## src/hdl/mah_pkg.sv

```systemverilog
// Shared widths, types, register codes and the CORDIC angle table.
package mah_pkg;

    // Field and datapath widths
    localparam int RAW_W       = 16;
    localparam int ADJ_W       = 8;
    localparam int OFF_W       = 24;
    localparam int PROD_W      = 25;
    localparam int FIELD_W     = 26;
    localparam int HEAD_W      = 15;
    localparam int CORD_W      = 45;
    localparam int ANG_W       = 34;
    localparam int CONV_W      = 49;
    localparam int CFG_IDX_W   = 3;
    localparam int CFG_DATA_W  = 24;
    localparam int IN_DATA_W   = 48;
    localparam int OUT_DATA_W  = 96;

    // Vector pre-scale before rotation, and binary angle to 1/64 degree
    localparam int VEC_SHIFT   = 16;
    localparam int FRAC_SHIFT  = 32;
    localparam int DEG_SCALE   = 23040;
    localparam int GAIN_BIAS   = 128;
    localparam int ADJ_RESET   = 128;

    localparam int DEF_CORDIC_STAGES = 16;
    localparam int ATAN_N            = 32;

    localparam logic signed [ANG_W-1:0] HALF_TURN  = 34'sh0_8000_0000;
    localparam logic signed [CONV_W-1:0] ROUND_HALF = 49'sh0_0000_8000_0000;

    // Configuration register indexes
    typedef enum logic [CFG_IDX_W-1:0] {
        REG_ADJ_X,
        REG_ADJ_Y,
        REG_ADJ_Z,
        REG_OFF_X,
        REG_OFF_Y,
        REG_OFF_Z
    } t_reg_idx;

    typedef logic signed [FIELD_W-1:0] t_field;

    typedef struct packed {
        t_field fx;
        t_field fy;
        t_field fz;
    } t_fields;

    // One CORDIC slot: vector, accumulated angle, zero-vector flag
    typedef struct packed {
        logic signed [CORD_W-1:0] cx;
        logic signed [CORD_W-1:0] cy;
        logic signed [ANG_W-1:0]  z;
        logic                     zero;
    } t_cordic;

    // atan(2^-i) in binary angle units, 2^32 per turn
    localparam logic [31:0] ATAN_TAB [ATAN_N] = '{
        32'h20000000, 32'h12E4051E, 32'h09FB385B, 32'h051111D4,
        32'h028B0D43, 32'h0145D7E1, 32'h00A2F61E, 32'h00517C55,
        32'h0028BE53, 32'h00145F2F, 32'h000A2F98, 32'h000517CC,
        32'h00028BE6, 32'h000145F3, 32'h0000A2FA, 32'h0000517D,
        32'h000028BE, 32'h0000145F, 32'h00000A30, 32'h00000518,
        32'h0000028C, 32'h00000146, 32'h000000A3, 32'h00000051,
        32'h00000029, 32'h00000014, 32'h0000000A, 32'h00000005,
        32'h00000003, 32'h00000001, 32'h00000001, 32'h00000000
    };

endpackage

```

## src/hdl/mah_heading_conv.sv

```systemverilog
// Binary angle to 1/64 degree: scale multiply stage, then round stage.
module mah_heading_conv (
    input  logic                                i_clk,
    input  logic                                i_en_mul,
    input  logic                                i_en_out,
    input  mah_pkg::t_cordic                    i_stage,
    output logic signed [mah_pkg::HEAD_W-1:0]   o_heading
);
    import mah_pkg::*;

    logic signed [CONV_W-1:0] n_prod;
    logic signed [CONV_W-1:0] r_prod;
    logic                     r_zero;
    logic signed [CONV_W-1:0] w_sum;
    logic signed [HEAD_W-1:0] n_head;
    logic signed [HEAD_W-1:0] r_head;

    assign n_prod = CONV_W'(i_stage.z) * $signed(CONV_W'(DEG_SCALE));

    // Round to nearest, halves up; zero vector reads as zero
    assign w_sum  = r_prod + ROUND_HALF;
    assign n_head = r_zero ? '0 : $signed(w_sum[FRAC_SHIFT +: HEAD_W]);

    always_ff @(posedge i_clk) begin
        if (i_en_mul) begin
            r_prod <= n_prod;
            r_zero <= i_stage.zero;
        end
    end

    always_ff @(posedge i_clk) begin
        if (i_en_out) begin
            r_head <= n_head;
        end
    end

    assign o_heading = r_head;

endmodule

```

## config.mk

```make
export PLATFORM = sky130hd
export DESIGN_NAME = mah_heading_conv
export DESIGN_NICKNAME = d
export VERILOG_FILES = /design/src/hdl/mah_pkg.sv /design/src/hdl/mah_heading_conv.sv
export SDC_FILE = /design/constraint.sdc
export NUM_CORES = 1
export LEC_CHECK = 0
export ABC_AREA = 1
export BUFFER_PORTS_ARGS = -buffer_cell sky130_fd_sc_hd__buf_4
export CORE_MARGIN = 5
export CORE_UTILIZATION = 40
export DETAILED_ROUTE_END_ITERATION = 6
export PLACE_DENSITY = 0.64
export SYNTH_ARGS = -nofsm -noshare
export SYNTH_HDL_FRONTEND = slang
export SYNTH_SLANG_ARGS = --single-unit
```

## constraint.sdc

```tcl
create_clock -name i_clk -period 3.1 [get_ports i_clk]
set_input_delay 0 -clock i_clk [delete_from_list [all_inputs] [get_ports i_clk]]
set_output_delay 0 -clock i_clk [all_outputs]
set_load 0.02 [all_outputs]
```

==> metrics.cfg <==
[run_status]
status = finished, final reports clean

[critical_path]
worstSetupPathType = primary input to register
arrival_ns = 3.02
path_max_fanout = 4
required_ns = 3.11
worstSetupEndpointType = register
cp_common_cell = inv_1
cp_cell_sequence = buf_4 > ha_1 > ha_1 > fa_1 > inv_1 > fa_1 > inv_1 > ha_4 > nand2_2 > nor2_2 > inv_1 > nor2_2 > inv_1 > o21a_1 > nand3_1 > nand2_1
startpoint_type = primary input
cp_slowest_cell = fa_1
cpPeakStageDelay_ns = 0.54

[clocking]
cts.reportedPaths.clkPinSlew_ns = 0.04
cts_made_buffers = 5
clockBufferDepth = 2
root_buffer = clkbuf_16
cts_tree = built
clkLatencyLatePin_ns = 0.27
htree_levels = 2
clock-sinks = 32

[hold_path]
min_path_type = primary input to register

[synthesis]
synth_edf_count = 32
synth_seq_cells = 32
syn_area_um2 = 5979
ys_async_sr_fraction = 0
synthFlopType = edfxtp_1
synth_nets = 1058
synth.avg_cell_area_um2 = 7.816
synthCells = 765
yosysSeqAreaShare = 0.1607
yosys_warnings = 0
synth_cell_type_count = 31

[cells_and_area]
fin_cells = 1119
diodes = 0
nets = 1227
drive_gt1_frac = 0.3711
final_core_util = 0.5976
area.growth.synth_to_final_pct = 45.80

[power]
p_clk_frac = 0.067
ir_worst_vdd_mv = 0.2795
p_seq_frac = 0.131
p_sw_mw = 3.153
intPower_mw = 3.329
swShare = 0.4864
power_frac_comb = 0.802
power_density_nw_per_um2 = 743.5
leakagePower_nw = 4.149

[detailed_routing]
drt-vias-per-instance = 4.789
drt_wl_total_um = 13780
drt.antenna.violating_nets = 0
routedWlPerCell_um = 12.31
dr.pass1.iters = 4
num_vias = 5359
drc = 0
drtIter0Drc = 190

[timing]
clock_skew_ns = 0.002654
fin_crit_sh = 0.9682
rsz0062_at_grt = true
tightestPinTransition_ns = 0.3714
min_period_ns = 3.001
fmax_ghz = 0.3332
slew_violations = 0
max_slew_margin = 0.7498
finalSetupViolCount = 0
hold_viol_final = 0

[place]
dp.cells = 1105
gp_congestion = 0.8956
dp_hpwl_um = 11270
numPortBuffers = 52

[global_route]
grt_overflow = 0
grt_pass1_wl_um = 22410
grt_util_all_layers = 0.1475
grt_pass1_vias = 5295
antenna_found_initial = 0
grt_max_degree = 18

[floorplan]
die_y_um = 132.3
start_util = 0.4099
coreArea_um2 = 14590
ios = 143
die_w_um = 132.3
num_rows = 44
die_area_um2 = 17490

[job]
maxCapViolations = 0

cells in the mapped netlist (all sizes together) (4+ instances only):
| master | count | area (um^2) |
|---|---|---|
| a21o | 4 | 30.03 |
| a21oi | 52 | 260.3 |
| edfxtp | 32 | 960.9 |
| fa | 63 | 1261 |
| ha | 102 | 1276 |
| inv | 188 | 705.7 |
| nand2 | 141 | 539.3 |
| nand3 | 28 | 155.2 |
| nand4 | 10 | 62.56 |
| nor2 | 74 | 297.8 |
| nor3 | 12 | 71.32 |
| o21ai | 34 | 170.2 |
| o21bai | 6 | 45.04 |
| xor2 | 5 | 43.79 |
path summary, 6_finish.rpt:
check              start             to  slack [ns]  cells past startpoint
max          i_stage[20]     r_prod[36]         0.1                     16
min             i_en_out   o_heading[0]        0.09                      1
max reg2reg   r_prod[31]  o_heading[13]        1.38                      9
min reg2reg   r_prod[45]  o_heading[13]        0.63                      2
power groups by stage:
stage	clock network (mW)	registers [mW]	logic, mW
4_1_cts	0.444	0.850	3.99
3_5_place_dp	0	0.857	3.83
6_report	0.437	0.849	5.20
2_1_floorplan	0	0.889	2.39
5_1_grt	0.465	0.871	5.79
3_3_place_gp	0	0.855	3.80
metrics by stage:
stage	setup TNS, ns	hold WS (ns)	worst slack (ns)	instance area (um^2)	power, mW
after floorplan	0	0.09887	0.05474	5979	3.281
after global placement	-4.692	0.1811	-0.4728	7381	4.654
after detailed placement	-4.912	0.1827	-0.4707	7381	4.683
after CTS	-0.01033	0.08923	-0.01033	7626	5.287
after global routing	-0.2903	0.09685	-0.07899	8718	7.128
final	0	0.08768	0.09854	8718	6.482
timing repair:
action                     4_1_cts  5_1_grt
buffers inserted                 1        4
hold buffers                     1        0
hold endpoints to repair         1        0
setup endpoints to repair       11       16
gates cloned                     0        0
resized for setup               28      191
pin swaps                        7       41
per-layer routing:
| layer | routed length [um] | up-vias | track usage |
|---|---|---|---|
| li1 | - | 2773 | - |
| met1 | 6520 | 2506 | 0.2028 |
| met2 | 6722 | 67 | 0.2558 |
| met3 | 407 | 13 | 0.01450 |
| met4 | 129 | 0 | 0.02545 |
| met5 | 0 | - | 0 |
sequential cells by signal, indices dropped and copies added, names as in the netlist:
register	flops
r_prod	16
r_zero	1
o_heading	15
worst max-delay path: cells and delay by family:
family                     cells  cell delay [ns]
adders and majority gates      5             1.90
and+or+nand+nor                5             0.51
buffers and inverters          5             0.42
AOI/OAI and AO/OA              1             0.19
placed cells by master, fill, tap and decap left out, types with 2 or more instances in the layout:
master and instances:
nand4_1 10, buf_4 157, a21oi_2 31, fa_1 63, nor3_1 4, o21ai_0 12, clkbuf_16 5, xor2_1 4
buf_6 3, o21bai_1 4, ha_1 50, a21oi_4 3, nand3_2 3, clkbuf_1 2, nand3_1 25, nor2_1 40
a21o_1 4, nor2_2 17, nand2_1 111, o21a_1 3, inv_2 4, nor2_4 17, a31oi_2 2, edfxtp_1 32
o21ai_1 13, o21ai_2 9, a21oi_1 18, ha_4 52, inv_1 184, nand2_2 29, xnor2_1 2, nor3_4 2
nor3_2 6
cell families (layout without fill, tap and decap cells):
logic type               Yosys count  count (layout)  share of synthesized area
AO/OA/AOI/OAI                    102             102                    0.09165
XOR/XNOR                           7               7                    0.01025
adder cells (fa/ha/maj)          165             165                     0.4244
buffers and inverters            188             358                     0.1180
flip-flops                        32              32                     0.1607
AND/OR/NAND/NOR                  271             271                     0.1950
final cells by class:
type / count / area [um^2]
fill: 1229 / 5871
clock inverter: 1 / 3.754
tap: 184 / 230.2
inverter: 188 / 705.7
timing repair buffer: 162 / 1237
sequential: 32 / 960.9
multi-input combinational: 545 / 5448
clock buffer: 7 / 132.6
Note: power is estimated with default switching activity, not from simulation.
