--- src/hdl/mah_pkg.sv ---
// Shared widths, types, register codes and the CORDIC angle table.
package mah_pkg;

    // Field and datapath widths
    localparam int RAW_W       = 16;
    localparam int ADJ_W       = 8;
    localparam int OFF_W       = 24;
    localparam int PROD_W      = 25;
    localparam int FIELD_W     = 26;
    localparam int HEAD_W      = 15;
    localparam int CORD_W      = 45;
    localparam int ANG_W       = 34;
    localparam int CONV_W      = 49;
    localparam int CFG_IDX_W   = 3;
    localparam int CFG_DATA_W  = 24;
    localparam int IN_DATA_W   = 48;
    localparam int OUT_DATA_W  = 96;

    // Vector pre-scale before rotation, and binary angle to 1/64 degree
    localparam int VEC_SHIFT   = 16;
    localparam int FRAC_SHIFT  = 32;
    localparam int DEG_SCALE   = 23040;
    localparam int GAIN_BIAS   = 128;
    localparam int ADJ_RESET   = 128;

    localparam int DEF_CORDIC_STAGES = 16;
    localparam int ATAN_N            = 32;

    localparam logic signed [ANG_W-1:0] HALF_TURN  = 34'sh0_8000_0000;
    localparam logic signed [CONV_W-1:0] ROUND_HALF = 49'sh0_0000_8000_0000;

    // Configuration register indexes
    typedef enum logic [CFG_IDX_W-1:0] {
        REG_ADJ_X,
        REG_ADJ_Y,
        REG_ADJ_Z,
        REG_OFF_X,
        REG_OFF_Y,
        REG_OFF_Z
    } t_reg_idx;

    typedef logic signed [FIELD_W-1:0] t_field;

    typedef struct packed {
        t_field fx;
        t_field fy;
        t_field fz;
    } t_fields;

    // One CORDIC slot: vector, accumulated angle, zero-vector flag
    typedef struct packed {
        logic signed [CORD_W-1:0] cx;
        logic signed [CORD_W-1:0] cy;
        logic signed [ANG_W-1:0]  z;
        logic                     zero;
    } t_cordic;

    // atan(2^-i) in binary angle units, 2^32 per turn
    localparam logic [31:0] ATAN_TAB [ATAN_N] = '{
        32'h20000000, 32'h12E4051E, 32'h09FB385B, 32'h051111D4,
        32'h028B0D43, 32'h0145D7E1, 32'h00A2F61E, 32'h00517C55,
        32'h0028BE53, 32'h00145F2F, 32'h000A2F98, 32'h000517CC,
        32'h00028BE6, 32'h000145F3, 32'h0000A2FA, 32'h0000517D,
        32'h000028BE, 32'h0000145F, 32'h00000A30, 32'h00000518,
        32'h0000028C, 32'h00000146, 32'h000000A3, 32'h00000051,
        32'h00000029, 32'h00000014, 32'h0000000A, 32'h00000005,
        32'h00000003, 32'h00000001, 32'h00000001, 32'h00000000
    };

endpackage

--- src/hdl/mah_cordic_stage.sv ---
// One registered CORDIC vectoring rotation with a fixed shift.
module mah_cordic_stage #(
    parameter int SHIFT = 0
) (
    input  logic             i_clk,
    input  logic             i_en,
    input  mah_pkg::t_cordic i_stage,
    output mah_pkg::t_cordic o_stage
);
    import mah_pkg::*;

    logic signed [CORD_W-1:0] w_sx;
    logic signed [CORD_W-1:0] w_sy;
    logic signed [ANG_W-1:0]  w_ang;
    t_cordic                  n_stage;
    t_cordic                  r_stage;

    assign w_sx  = i_stage.cx >>> SHIFT;
    assign w_sy  = i_stage.cy >>> SHIFT;
    assign w_ang = $signed({{(ANG_W-32){1'b0}}, ATAN_TAB[SHIFT]});

    // Rotate toward the x axis
    always_comb begin
        n_stage.zero = i_stage.zero;
        if (i_stage.cy > 0) begin
            n_stage.cx = i_stage.cx + w_sy;
            n_stage.cy = i_stage.cy - w_sx;
            n_stage.z  = i_stage.z + w_ang;
        end else begin
            n_stage.cx = i_stage.cx - w_sy;
            n_stage.cy = i_stage.cy + w_sx;
            n_stage.z  = i_stage.z - w_ang;
        end
    end

    always_ff @(posedge i_clk) begin
        if (i_en) begin
            r_stage <= n_stage;
        end
    end

    assign o_stage = r_stage;

endmodule

--- config.mk ---
export PLATFORM = sky130hd
export DESIGN_NAME = mah_cordic_stage
export DESIGN_NICKNAME = d
export VERILOG_FILES = /design/src/hdl/mah_pkg.sv /design/src/hdl/mah_cordic_stage.sv
export SDC_FILE = /design/constraint.sdc
export NUM_CORES = 1
export LEC_CHECK = 0
export ABC_AREA = 1
export BUFFER_PORTS_ARGS = -buffer_cell sky130_fd_sc_hd__clkbuf_2
export CORE_UTILIZATION = 45
export DETAILED_ROUTE_END_ITERATION = 12
export GPL_TIMING_DRIVEN = 0
export PLACE_DENSITY = 0.68
export SETUP_SLACK_MARGIN = 0.1
export SLEW_MARGIN = 20
export SYNTH_ARGS = -nofsm -noshare
export SYNTH_HDL_FRONTEND = slang
export SYNTH_SLANG_ARGS = --single-unit
--- constraint.sdc ---
create_clock -name i_clk -period 2.25 [get_ports i_clk]
set_input_delay 0.45 -clock i_clk [delete_from_list [all_inputs] [get_ports i_clk]]
set_output_delay 0.45 -clock i_clk [all_outputs]
set_load 0.02 [all_outputs]
==> results.py <==
metrics = {
    "run_status": {
        "outcome": "finished clean",
    },
    "power_and_ir_drop": {
        "p_per_area_nw_per_um2": 533,
        "total_leakage_power_nw": 11.2,
        "ir_drop_uv": 682,
    },
    "grt": {
        "grt_usage_pct": 38.6,
        "grt_max_degree": 92,
        "overflow": 0,
        "antenna_found_initial": 0,
        "grt_pass1_vias": 16900,
        "grt_pass1_wl_um": 101000,
    },
    "sta": {
        "tightestPinTransition_ns": 1.00,
        "timing.final.crit_share_pct": 96.7,
        "fmax_mhz": 459,
        "timing.final.max_slew_violations": 0,
        "relSlewSlack_pct": 33.1,
        "rsz0062_at_grt": "true",
        "period_needed_ns": 2.18,
        "hold_slack_ns": 0.168,
        "setup_violations": 0,
        "hold_viol_final": 0,
        "setup_slack_ns": 0.0734,
    },
    "logic_synthesis": {
        "synth_area_um2": 15700,
        "synth.net_count": 2806,
        "synth_xor_area_share_pct": 2.17,
        "synth_edf_count": 124,
        "ys.flop_type": "edfxtp_1",
        "synth_top_family_by_area": "simple AND/OR/NAND/NOR gates",
        "synth_cell_types": 43,
        "ys_warn_count": 0,
        "netlist_instances": 2524,
        "synth_seq_cells": 124,
        "async_reset_ff_share_pct": 0,
        "synth_mux_area_share_pct": 0,
        "synth_compound_area_share_pct": 9.28,
        "synth_fa_ha_area_share_pct": 12.5,
        "synth_simple_gate_area_share_pct": 38.6,
        "synth.avg_cell_area_um2": 6.24,
        "yosysSeqAreaShare_pct": 23.7,
    },
    "clocking": {
        "htreeDepth": 4,
        "clk_pin_slew_worst_paths_ns": 0.07,
        "numCtsBuffers": 17,
        "clockRootBuffer": "clkbuf_16",
        "cts_tree": "yes",
        "clkSinkCount": 124,
        "ctsLongestPathBuffers": 2,
    },
    "final_layout": {
        "postLayoutCellArea_um2": 21900,
        "multi_input_area_um2": 12200,
        "fin_nets": 3188,
        "drive_above_1_share_pct": 34.8,
        "largest_reg_flops": 124,
        "area_delta_synth_final_pct": 39.3,
        "seq_area_um2": 3720,
        "final.fill_count": 3165,
        "final_cells": 3374,
    },
    "route": {
        "ant_nets": 0,
        "num_vias": 18700,
        "route.detailed.drc": 0,
        "wire_per_inst_um": 21.5,
        "drtIter0Drc": 1589,
        "drtPass1Iterations": 6,
        "vias_per_cell": 5.55,
        "wl_um": 72700,
    },
    "worst_setup_path": {
        "critPathMostFrequentCell": "nand2_2",
        "startpoint_type": "input pin",
        "max_stage_delay_ns": 0.23,
        "crit_fanout": 5,
        "crit_chain": "clkbuf_16 > clkinv_4 > nand4_1 > nor2_2 > nand3_2 > nor2_4 > nand2_2 > nand2_4 > buf_12 > ha_4 > a21oi_2 > nand2_2 > xnor2_2 > xnor2_1",
        "cp_data_required_time_ns": 2.45,
        "arrival_ns": 2.38,
        "cpMaxStageDelayCell": "nor2_2",
        "endpoint_kind": "flop",
        "critPathKind": "input pin to flop",
    },
    "floorplanning": {
        "dieHeight_um": 189,
        "die-width_um": 189,
        "die_area_um2": 35700,
        "core_um2": 34500,
        "floorplan.initialDensity_pct": 45.7,
        "num_rows": 68,
        "io_pins": 252,
    },
    "place": {
        "place_area_um2": 17700,
        "portBuffers": 251,
        "pre_cts_ws_ns": -0.998,
        "hpwl_um": 57000,
        "dp_cells": 3231,
        "gp_congestion": 0.990,
    },
    "worst_hold_path": {
        "hp-class": "input pin to flop",
    },
    "flow_run": {
        "cap_violations": 0,
    },
}
report_power, final:
group	leakage, nW	switching (W)	internal, W
Combinational	9.65	0.00373	0.00191
Sequential	1.21	0.0000825	0.00293
Clock	0.301	0.00118	0.00185
Total	11.2	0.00500	0.00669
path summary, 6_finish.rpt:
check        start               endpoint  cells after the start
max    i_stage[62]  o_stage[34]$_DFFE_PP_                     14
min    i_stage[28]  o_stage[28]$_DFFE_PP_                      1
critical path, delay by kind of cell:
kind / cells / cell delay (ns)
AOI/OAI and AO/OA: 1 / 0.13
xor gates and xnor gates: 2 / 0.28
adders and majority gates: 1 / 0.21
buffers and inverters: 3 / 0.29
and+or+nand+nor: 7 / 1.01
synth_stat cells, types with 2 or more instances:
cell	count	area [µm²]
or2_2	2	12.5
nor2_1	198	743
buf_2	16	80.1
o21ai_0	79	395
nor2_4	5	56.3
buf_6	12	135
nand2_1	865	3250
a21oi_2	8	70.1
o211ai_1	3	22.5
a21oi_1	120	601
xor2_1	37	324
xnor2_1	2	17.5
buf_4	30	225
clkbuf_1	3	11.3
inv_2	14	52.6
ha_1	151	1890
fa_1	4	80.1
and2_1	6	37.5
nand4_1	35	219
nand2_4	2	22.5
nor2_2	34	213
o21bai_1	29	218
a21boi_0	3	22.5
nand3_1	225	1130
o21ai_2	4	35.0
nor3_1	3	15.0
and2_2	5	37.5
or2_0	3	18.8
nor3_2	5	50.1
clkinv_1	3	11.3
o21a_1	2	15.0
nand2_2	22	138
inv_1	439	1650
nor4_1	6	37.5
o21ai_1	11	55.1
edfxtp_1	124	3720
nand3_2	8	80.1
kinds of logic after synthesis:
family          after synthesis
compound gates              262
xor+xnor                     39
fa+ha+maj                   155
buf+inv                     517
flops                       124
simple gates               1427
repair_timing:
| action | CTS | global route |
|---|---|---|
| gates resized for setup | 298 | 457 |
| hold buffers | 0 | 0 |
| gates cloned | 2 | 6 |
| hold endpoints to repair | 0 | 0 |
| pin swaps | 36 | 102 |
| endpoints found under the setup margin | 75 | 70 |
| buffers inserted | 44 | 59 |
layer usage:
| metal | global-route usage, % | vias up | wire, µm |
|---|---|---|---|
| li1 | - | 8686 | - |
| met4 | 16.9 | 0 | 3750 |
| met1 | 49.0 | 8789 | 28900 |
| met3 | 5.95 | 237 | 6400 |
| met5 | 0 | - | 0 |
| met2 | 64.6 | 1012 | 33600 |
layout by cell type (no fill, tap or decap), types with 59 or more instances in the layout:
| cell | synthesis | final |
|---|---|---|
| nand3_1 | 225 | 195 |
| inv_1 | 439 | 372 |
| nor2_4 | 5 | 77 |
| ha_1 | 151 | 121 |
| nand2_2 | 22 | 124 |
| nand2_1 | 865 | 732 |
| o21ai_0 | 79 | 59 |
| nor2_1 | 198 | 106 |
| buf_4 | 30 | 116 |
| edfxtp_1 | 124 | 124 |
| clkbuf_2 | 0 | 225 |
per-stage QoR:
stage	utilization [%]	total power, W	setup TNS (ns)
6_report	63.6	0.0117	0
5_1_grt	63.6	0.0121	0
4_1_cts	57.3	0.0108	0
3_5_place_dp	51.4	0.00738	-49.45
3_3_place_gp	51.3	0.00732	-152.54
2_1_floorplan	-	0.00580	0
area by class of cell:
class                      instances  area share (%)
sequential                       124            17.0
tap                              455            2.60
inverter                         456            8.22
antenna                            1          0.0114
clock inverter                    14           0.885
timing repair buffer             363            10.4
multi-input combinational       1883            55.8
buffer                            61            3.21
clock buffer                      17            1.94
No activity file was read; power rests on OpenSTA's default activity.
