<file path="src/hdl/mah_pkg.sv">
// Shared widths, types, register codes and the CORDIC angle table.
package mah_pkg;

    // Field and datapath widths
    localparam int RAW_W       = 16;
    localparam int ADJ_W       = 8;
    localparam int OFF_W       = 24;
    localparam int PROD_W      = 25;
    localparam int FIELD_W     = 26;
    localparam int HEAD_W      = 15;
    localparam int CORD_W      = 45;
    localparam int ANG_W       = 34;
    localparam int CONV_W      = 49;
    localparam int CFG_IDX_W   = 3;
    localparam int CFG_DATA_W  = 24;
    localparam int IN_DATA_W   = 48;
    localparam int OUT_DATA_W  = 96;

    // Vector pre-scale before rotation, and binary angle to 1/64 degree
    localparam int VEC_SHIFT   = 16;
    localparam int FRAC_SHIFT  = 32;
    localparam int DEG_SCALE   = 23040;
    localparam int GAIN_BIAS   = 128;
    localparam int ADJ_RESET   = 128;

    localparam int DEF_CORDIC_STAGES = 16;
    localparam int ATAN_N            = 32;

    localparam logic signed [ANG_W-1:0] HALF_TURN  = 34'sh0_8000_0000;
    localparam logic signed [CONV_W-1:0] ROUND_HALF = 49'sh0_0000_8000_0000;

    // Configuration register indexes
    typedef enum logic [CFG_IDX_W-1:0] {
        REG_ADJ_X,
        REG_ADJ_Y,
        REG_ADJ_Z,
        REG_OFF_X,
        REG_OFF_Y,
        REG_OFF_Z
    } t_reg_idx;

    typedef logic signed [FIELD_W-1:0] t_field;

    typedef struct packed {
        t_field fx;
        t_field fy;
        t_field fz;
    } t_fields;

    // One CORDIC slot: vector, accumulated angle, zero-vector flag
    typedef struct packed {
        logic signed [CORD_W-1:0] cx;
        logic signed [CORD_W-1:0] cy;
        logic signed [ANG_W-1:0]  z;
        logic                     zero;
    } t_cordic;

    // atan(2^-i) in binary angle units, 2^32 per turn
    localparam logic [31:0] ATAN_TAB [ATAN_N] = '{
        32'h20000000, 32'h12E4051E, 32'h09FB385B, 32'h051111D4,
        32'h028B0D43, 32'h0145D7E1, 32'h00A2F61E, 32'h00517C55,
        32'h0028BE53, 32'h00145F2F, 32'h000A2F98, 32'h000517CC,
        32'h00028BE6, 32'h000145F3, 32'h0000A2FA, 32'h0000517D,
        32'h000028BE, 32'h0000145F, 32'h00000A30, 32'h00000518,
        32'h0000028C, 32'h00000146, 32'h000000A3, 32'h00000051,
        32'h00000029, 32'h00000014, 32'h0000000A, 32'h00000005,
        32'h00000003, 32'h00000001, 32'h00000001, 32'h00000000
    };

endpackage

</file>
<file path="src/hdl/mah_axis_scale.sv">
// One axis: sensitivity multiply stage followed by offset add stage.
module mah_axis_scale (
    input  logic                                 i_clk,
    input  logic                                 i_en_mul,
    input  logic                                 i_en_add,
    input  logic signed [mah_pkg::RAW_W-1:0]     i_raw,
    input  logic        [mah_pkg::ADJ_W-1:0]     i_adj,
    input  logic signed [mah_pkg::OFF_W-1:0]     i_off,
    output mah_pkg::t_field                      o_field
);
    import mah_pkg::*;

    logic        [ADJ_W:0]    w_gain;
    logic signed [PROD_W-1:0] n_prod;
    logic signed [PROD_W-1:0] r_prod;
    t_field                   n_field;
    t_field                   r_field;

    // Gain is adj + 128, always positive
    assign w_gain  = {1'b0, i_adj} + (ADJ_W+1)'(GAIN_BIAS);
    assign n_prod  = PROD_W'(i_raw) * $signed({{(PROD_W-ADJ_W-1){1'b0}}, w_gain});
    assign n_field = FIELD_W'(r_prod) + FIELD_W'(i_off);

    // Advance multiply stage
    always_ff @(posedge i_clk) begin
        if (i_en_mul) begin
            r_prod <= n_prod;
        end
    end

    // Advance offset stage
    always_ff @(posedge i_clk) begin
        if (i_en_add) begin
            r_field <= n_field;
        end
    end

    assign o_field = r_field;

endmodule

</file>
<file path="config.mk">
export PLATFORM = sky130hd
export DESIGN_NAME = mah_axis_scale
export DESIGN_NICKNAME = d
export VERILOG_FILES = /design/src/hdl/mah_pkg.sv /design/src/hdl/mah_axis_scale.sv
export SDC_FILE = /design/constraint.sdc
export NUM_CORES = 1
export LEC_CHECK = 0
export ABC_AREA = 1
export BUFFER_PORTS_ARGS = -buffer_cell sky130_fd_sc_hd__buf_4
export CAP_MARGIN = 20
export CORE_MARGIN = 3
export CORE_UTILIZATION = 41
export CTS_CLUSTER_DIAMETER = 150
export CTS_CLUSTER_SIZE = 25
export DETAILED_ROUTE_END_ITERATION = 10
export GPL_ROUTABILITY_DRIVEN = 0
export SYNTH_ARGS = -nofsm -noshare
export SYNTH_HDL_FRONTEND = slang
export SYNTH_SLANG_ARGS = --single-unit
export TNS_END_PERCENT = 20
</file>
<file path="constraint.sdc">
create_clock -name i_clk -period 8.2 [get_ports i_clk]
set_clock_uncertainty 0.1 [all_clocks]
set_input_delay 1.64 -clock i_clk [delete_from_list [all_inputs] [get_ports i_clk]]
set_output_delay 1.64 -clock i_clk [all_outputs]
set_load 0.01 [all_outputs]
</file>
==> key figures, run 1 <==
Status
  – Status: finished clean

STA
  – WHS: around 460 ps
  – Fin. Hold Viols: 0
  – Crit path time final: just over 6000 ps
  – Fin. max-slew vios: 0
  – RSZ-0062 raised after global routing: false
  – Worst Max-Slew Pin Slew: 519 ps
  – Period utilization: between 70% and 80%
  – Fmax achieved: 0.162 GHz
  – Relative slew slack: between 60% and 70%
  – Final Setup Violations: 0
  – Post-route setup slack: between 2000 and 2500 ps
  – Setup TNS: 0 ps

Logic synthesis
  – Syn nets: 1,491
  – Top_reg_cell synth: edfxtp_1
  – Most numerous cell in the Yosys netlist: nand2_1
  – Register area share after synthesis: 17.1%
  – Unique cell type count in the Yosys netlist: 33
  – Post-Synthesis Cells: 1,255
  – Number of synthesized flops with an enable pin: between 50 and 60
  – Post-synthesis cell type with the largest combined area: fa_1
  – Most frequent cells after synthesis: nand2_1 (414), inv_1 (326), fa_1 (106)
  – Ys Warns: 0
  – Synth area leaders: fa_1 (24%), nand2_1 (17%), edfxtp_1 (17%)
  – Syn Std Cell Area: between 8000 and 9000 µm²
  – Share of synthesized flip-flops with an asynchronous set or reset: 0%
  – Seq cells post-synth: 51
  – Syn_area_per_cell: between 7 and 8 µm²
  – Top-area cell type share of the netlist area: 23.7%

Pwr
  – Psw: between 1.5 and 2 mW
  – Switching Share: a little over half
  – Leak: about 5.8 nW
  – Clock power frac: roughly 5.4%
  – Pwr dens: about 370 nW/µm²
  – Pwr Total: 3.67 mW
  – Sequential share of power: between 10% and 20%
  – Combinational share of power: 79.0%
  – Maximum vdd drop: 155 µV
  – Int Pwr: approximately 1.7 mW

Die
  – # rows: 53
  – DIE HEIGHT: roughly 150 µm
  – Total core area: between 20,000 and 25,000 µm²
  – I/O pin total: 77
  – Starting Density: between 40% and 50%
  – Die area: about 24,000 µm²
  – Die Wd: ~150 µm

Setup path
  – CP Buf/Inv Count: 7
  – CP Launch Type: primary input
  – Worst EP required: about 8100 ps
  – WS Path Type: primary input to register
  – Crit Path Max Fanout: 16
  – Critical path's top delay family: adder cells
  – Slowest CP cell: fa_1
  – Crit-path cells: buf_4 -> nand2_1 -> fa_1 -> inv_1 -> fa_1 -> inv_1 -> fa_1 -> inv_1 -> fa_1 -> inv_1 -> fa_1 -> inv_1 -> ha_1 -> nand2_1 -> nor2_1 -> nand2_1 -> nor2_1 -> nand2_1 -> nand3_1 -> inv_1 -> nand2_1 -> nand2_1
  – CP peak stage delay: a little under 700 ps
  – CP Capture Type: register
  – Crit path DAT: between 6000 and 7000 ps

Clock network
  – TritonCTS sink count: 51
  – H-tree depth: 2
  – Root buf cell: clkbuf_16
  – CTS Buffer Depth: 2
  – CTS buffer count: 5
  – Setup Fix Bufs, Post-CTS: 0
  – Worst-Skew Late Latency: between 200 and 300 ps
  – Hold Buf Count CTS: 0
  – Post_cts resized: 0
  – TritonCTS clock tree: built
  – Clk slew on worst S/H paths: ~60 ps

Placed design
  – Dpl hpwl: 17,800 µm
  – PortBufs: 76
  – Worst slack at placement: roughly 1700 ps

Cells and area
  – Area growth, synth to finish: 10.0%
  – Layout cells sized above 1: approximately 8.7%
  – Storage cell area: about 1500 µm²
  – Multi-input logic area: between 6000 and 7000 µm²
  – ANT cells: 0
  – Filler cells: approximately 2,200
  – Number of nets in the final layout: ~1,500

Drt
  – Initial DRC count: around 240
  – WL final: between 20,000 and 25,000 µm
  – Via count: roughly 7,400
  – Routed Antenna Nets: 0
  – First-pass DRT Iterations: 4
  – Via density: about 4.7
  – Post-route DRC: 0
  – WL/cell: 12.9 µm

Hold path
  – Hold WC Path Type: register to register

Global route
  – Total track usage: approximately 18%
  – Largest net degree at the start of global routing: 27
  – Initial antenna violation count: 0
  – Number of global-route vias before repair: 7,591
  – Gr ovfl total: 0
  – First-pass GRT wire length: 34,700 µm

Flow run
  – Max Cap Violations: 0
kinds of logic after synthesis:
family                   Yosys count  share of synthesized area (%)
flip-flops                        51                           17.1
buffers and inverters            368                           15.5
other                              1                         0.0419
XOR/XNOR                          27                           2.64
adder cells (fa/ha/maj)          185                           34.8
AO/OA/AOI/OAI                     59                           3.45
AND/OR/NAND/NOR                  564                           26.5
routing by layer:
layer	part of all wire, %	GRT usage, %	up-vias
li1	-	-	3787
met1	44	21.8	3456
met2	50	32.9	149
met3	3.8	1.27	31
met4	2.3	4.92	0
met5	0	0	-
power by group through the flow:
| stage | clock network [mW] | logic, mW | registers, mW |
|---|---|---|---|
| CTS | 0.205 | 2.93 | 0.573 |
| global route | 0.214 | 3.35 | 0.584 |
| global placement | 0 | 2.87 | 0.577 |
| finish | 0.199 | 2.90 | 0.572 |
| floorplan | 0 | 2.16 | 0.601 |
| detailed placement | 0 | 2.91 | 0.579 |
cells in the final DEF, fill, tap and decap left out, types with 2 or more instances in the layout:
cell       count
ha_1          79
and3_1         2
clkbuf_1       2
a21o_1         2
nor2_2        11
nand2_1      414
nand3b_1       3
nand3_1       50
nor3_1         5
xnor2_1        8
a21oi_1       36
o21bai_1       2
inv_1        326
nand4_1       16
nor2_1        40
fa_1         106
buf_4         76
nand2_2        9
and2_1         4
o21ai_0       18
nor3_2         2
nor2_4         3
clkbuf_16      5
edfxtp_1      51
nand3_2        2
xor2_1        19
per-stage QoR:
step / instances / cell area (µm²) / utilization, %
after floorplan: 1255 / 8950 / -
after global placement: 1565 / 9710 / 45.7
after detailed placement: 1565 / 9710 / 45.7
after CTS: 1573 / 9840 / 46.4
after global routing: 1573 / 9840 / 46.4
final: 1573 / 9840 / 46.4
final timing paths:
check / startpoint / slack, ps / cells after the start / to
min reg2reg: r_prod[0]$_DFFE_PP_ / 460 / 1 / o_field[0]$_DFFE_PP_
min: r_prod[0]$_DFFE_PP_ / 460 / 1 / o_field[0]$_DFFE_PP_
max: i_adj[1] / 2010 / 22 / r_prod[24]$_DFFE_PP_
max reg2reg: r_prod[0]$_DFFE_PP_ / 5840 / 11 / o_field[24]$_DFFE_PP_
registers in the layout (all words and copies together) (netlist names):
register	cells
o_field	26
r_prod	25
area by class of cell:
cell class                      count  area share (%)
Tap cell                          275            3.50
Inverter                          327            12.5
Clock inverter                      1          0.0508
Clock buffer                        7            1.35
Timing Repair Buffer               76            5.80
Sequential cell                    51            15.6
Multi-Input combinational cell    836            61.3
No activity file was read; power rests on OpenSTA's default activity.
==> inputs of run 2 (changes only) <==
==> constraint.sdc (replaced) <==
create_clock -name i_clk -period 6.3 [get_ports i_clk]
set_clock_uncertainty 0.1 [all_clocks]
set_input_delay 1.26 -clock i_clk [delete_from_list [all_inputs] [get_ports i_clk]]
set_output_delay 1.26 -clock i_clk [all_outputs]
set_load 0.01 [all_outputs]
==> key figures, run 2 (synthesis results as in run 1) <==
Drt
  – WL final: between 20,000 and 25,000 µm
  – Routed Antenna Nets: 0
  – Initial DRC count: ~220
  – Via count: between 7,000 and 8,000
  – Via density: 4.71
  – WL/cell: 13.1 µm
  – Met2 routed WL: approximately 10,000 µm
  – M1 wire length: 9190 µm
  – First-pass DRT Iterations: 5
  – WL met3: ~680 µm
  – Post-route DRC: 0
  – Top Layer Used: met4

STA
  – Period utilization: between 90 and 100%
  – Relative slew slack: 64.5%
  – Worst Max-Slew Pin Slew: ~530 ps
  – RSZ-0062 raised after global routing: false
  – Final Setup Violations: 0
  – Setup TNS: 0 ps
  – Fin. max-slew vios: 0
  – Fin. Hold Viols: 0
  – Fmax achieved: about 0.17 GHz
  – Crit path time final: ~5800 ps

Cells and area
  – Area growth, synth to finish: 10.1%
  – Filler cells: 2,187
  – Layout cells sized above 1: 8.70%
  – Most common cell after layout, fill and taps aside: nand2_1
  – ANT cells: 0
  – Max reg flops: 26
  – Number of nets in the final layout: 1,534
  – Most frequent cells in the layout: nand2_1 (414), inv_1 (326), fa_1 (106), ha_1 (79), buf_4 (77)
  – Utilization after layout: ~46%

Global route
  – Number of global-route vias before repair: between 7,000 and 8,000
  – Initial antenna violation count: 0
  – Largest net degree at the start of global routing: 27
  – Total track usage: between 10% and 20%
  – Gr ovfl total: 0
  – First-pass GRT wire length: 36,100 µm

Clock network
  – Setup Fix Bufs, Post-CTS: 0
  – Post_cts resized: 0
  – Hold Buf Count CTS: 0
  – TritonCTS sink count: 51
  – Worst-Skew Late Latency: between 200 and 300 ps
  – H-tree depth: 2
  – Clk slew on worst S/H paths: about 60 ps
  – CTS Buffer Depth: 2
  – Root buf cell: clkbuf_16
  – TritonCTS clock tree: built
  – CTS buffer count: 5

Setup path
  – Crit-path cells: buf_4 -> nand2_1 -> fa_1 -> inv_1 -> fa_1 -> inv_1 -> fa_1 -> inv_1 -> fa_1 -> inv_1 -> fa_1 -> inv_1 -> ha_1 -> nand2_1 -> nor2_1 -> nand2_1 -> nor2_1 -> nand2_1 -> nand3_1 -> inv_1 -> nand2_1 -> nand2_1
  – Slowest CP cell: fa_1
  – CP Capture Type: register
  – R2r startpoint: r_prod[0]$_DFFE_PP_
  – R2r endpoint: o_field[24]$_DFFE_PP_
  – Crit Path Max Fanout: 16
  – CP peak stage delay: between 600 and 700 ps
  – CP Launch Type: primary input
  – WS Path Type: primary input to register
  – Worst EP required: 6250 ps
  – Setup slack, reg-to-reg: roughly 3900 ps
  – R2R depth: 11
  – Crit path DAT: ~5700 ps

Die
  – Die area: between 20,000 and 25,000 µm²
  – Die Wd: 154 µm
  – I/O pin total: between 70 and 80
  – Starting Density: 42.2%
  – DIE HEIGHT: around 150 µm
  – # rows: 53
  – Total core area: roughly 21,000 µm²

Hold path
  – Hold Startpoint: r_prod[0]$_DFFE_PP_
  – Hold WC Path Type: register to register
  – Hold depth: 1
  – Hold EP: o_field[0]$_DFFE_PP_

Pwr
  – Pwr dens: just under 500 nW/µm²
  – Leak: ~5.8 nW
  – Maximum vdd drop: 211 µV

Placed design
  – PortBufs: 76
  – Dpl hpwl: between 15,000 and 20,000 µm

Status
  – Status: finished clean

Flow run
  – Max Cap Violations: 0
==> run 2: cell count changes in the layout (fill, tap and decap cells not counted) <==
cell | before | now
buf_4 | 76 | 77
clkinv_1 | 0 | 2
clkinv_2 | 1 | 0
clkbuf_1 | 2 | 1
==> run 2: critical path, delay by kind of cell <==
kind,cells,cell delay [ps]
buffers and inverters,7,600
adder cells (fa/ha/maj),6,3050
AND/OR/NAND/NOR,9,790
==> run 2: worst max-delay path by stage <==
stage	cells past startpoint	endpoint	from
5_1_grt	22	r_prod[24]$_DFFE_PP_	i_adj[1]
3_3_place_gp	22	r_prod[24]$_DFFE_PP_	i_adj[1]
2_1_floorplan	23	r_prod[24]$_DFFE_PP_	i_adj[1]
3_5_place_dp	22	r_prod[24]$_DFFE_PP_	i_adj[1]
4_1_cts	22	r_prod[24]$_DFFE_PP_	i_adj[1]
6_report	22	r_prod[24]$_DFFE_PP_	i_adj[1]
==> run 2: report_power, final <==
part / total (mW) / internal, mW / switching [mW]
logic: 3.77 / 1.40 / 2.37
clock network: 0.261 / 0.145 / 0.116
registers: 0.745 / 0.696 / 0.0490
total: 4.78 / 2.25 / 2.53
==> run 2: per-stage QoR <==
stage / hold slack, ps / cells / cell area [µm²] / worst slack, ps / total power [mW]
2_1_floorplan: 413 / 1255 / 8950 / 465 / 3.60
3_3_place_gp: 446 / 1566 / 9710 / 263 / 4.50
3_5_place_dp: 447 / 1566 / 9710 / 184 / 4.55
4_1_cts: 462 / 1574 / 9850 / 486 / 4.83
5_1_grt: 491 / 1574 / 9850 / 130 / 5.45
6_report: 456 / 1574 / 9850 / 526 / 4.78
==> run 2: metal layers <==
| metal | up-vias | GRT usage, % |
|---|---|---|
| met5 | - | 0 |
| met4 | 0 | 4.33 |
| met3 | 30 | 1.49 |
| met2 | 137 | 33.8 |
| met1 | 3459 | 23.3 |
| li1 | 3790 | - |
==> run 2: cell type report <==
| type | count | area, µm² | share of cell area, % |
|---|---|---|---|
| timing repair buffer | 77 | 578 | 5.87 |
| clock buffer | 6 | 129 | 1.31 |
| tap | 275 | 344 | 3.49 |
| inverter | 327 | 1230 | 12.5 |
| clock inverter | 2 | 7.51 | 0.0762 |
| sequential | 51 | 1530 | 15.5 |
| multi-input combinational | 836 | 6030 | 61.2 |
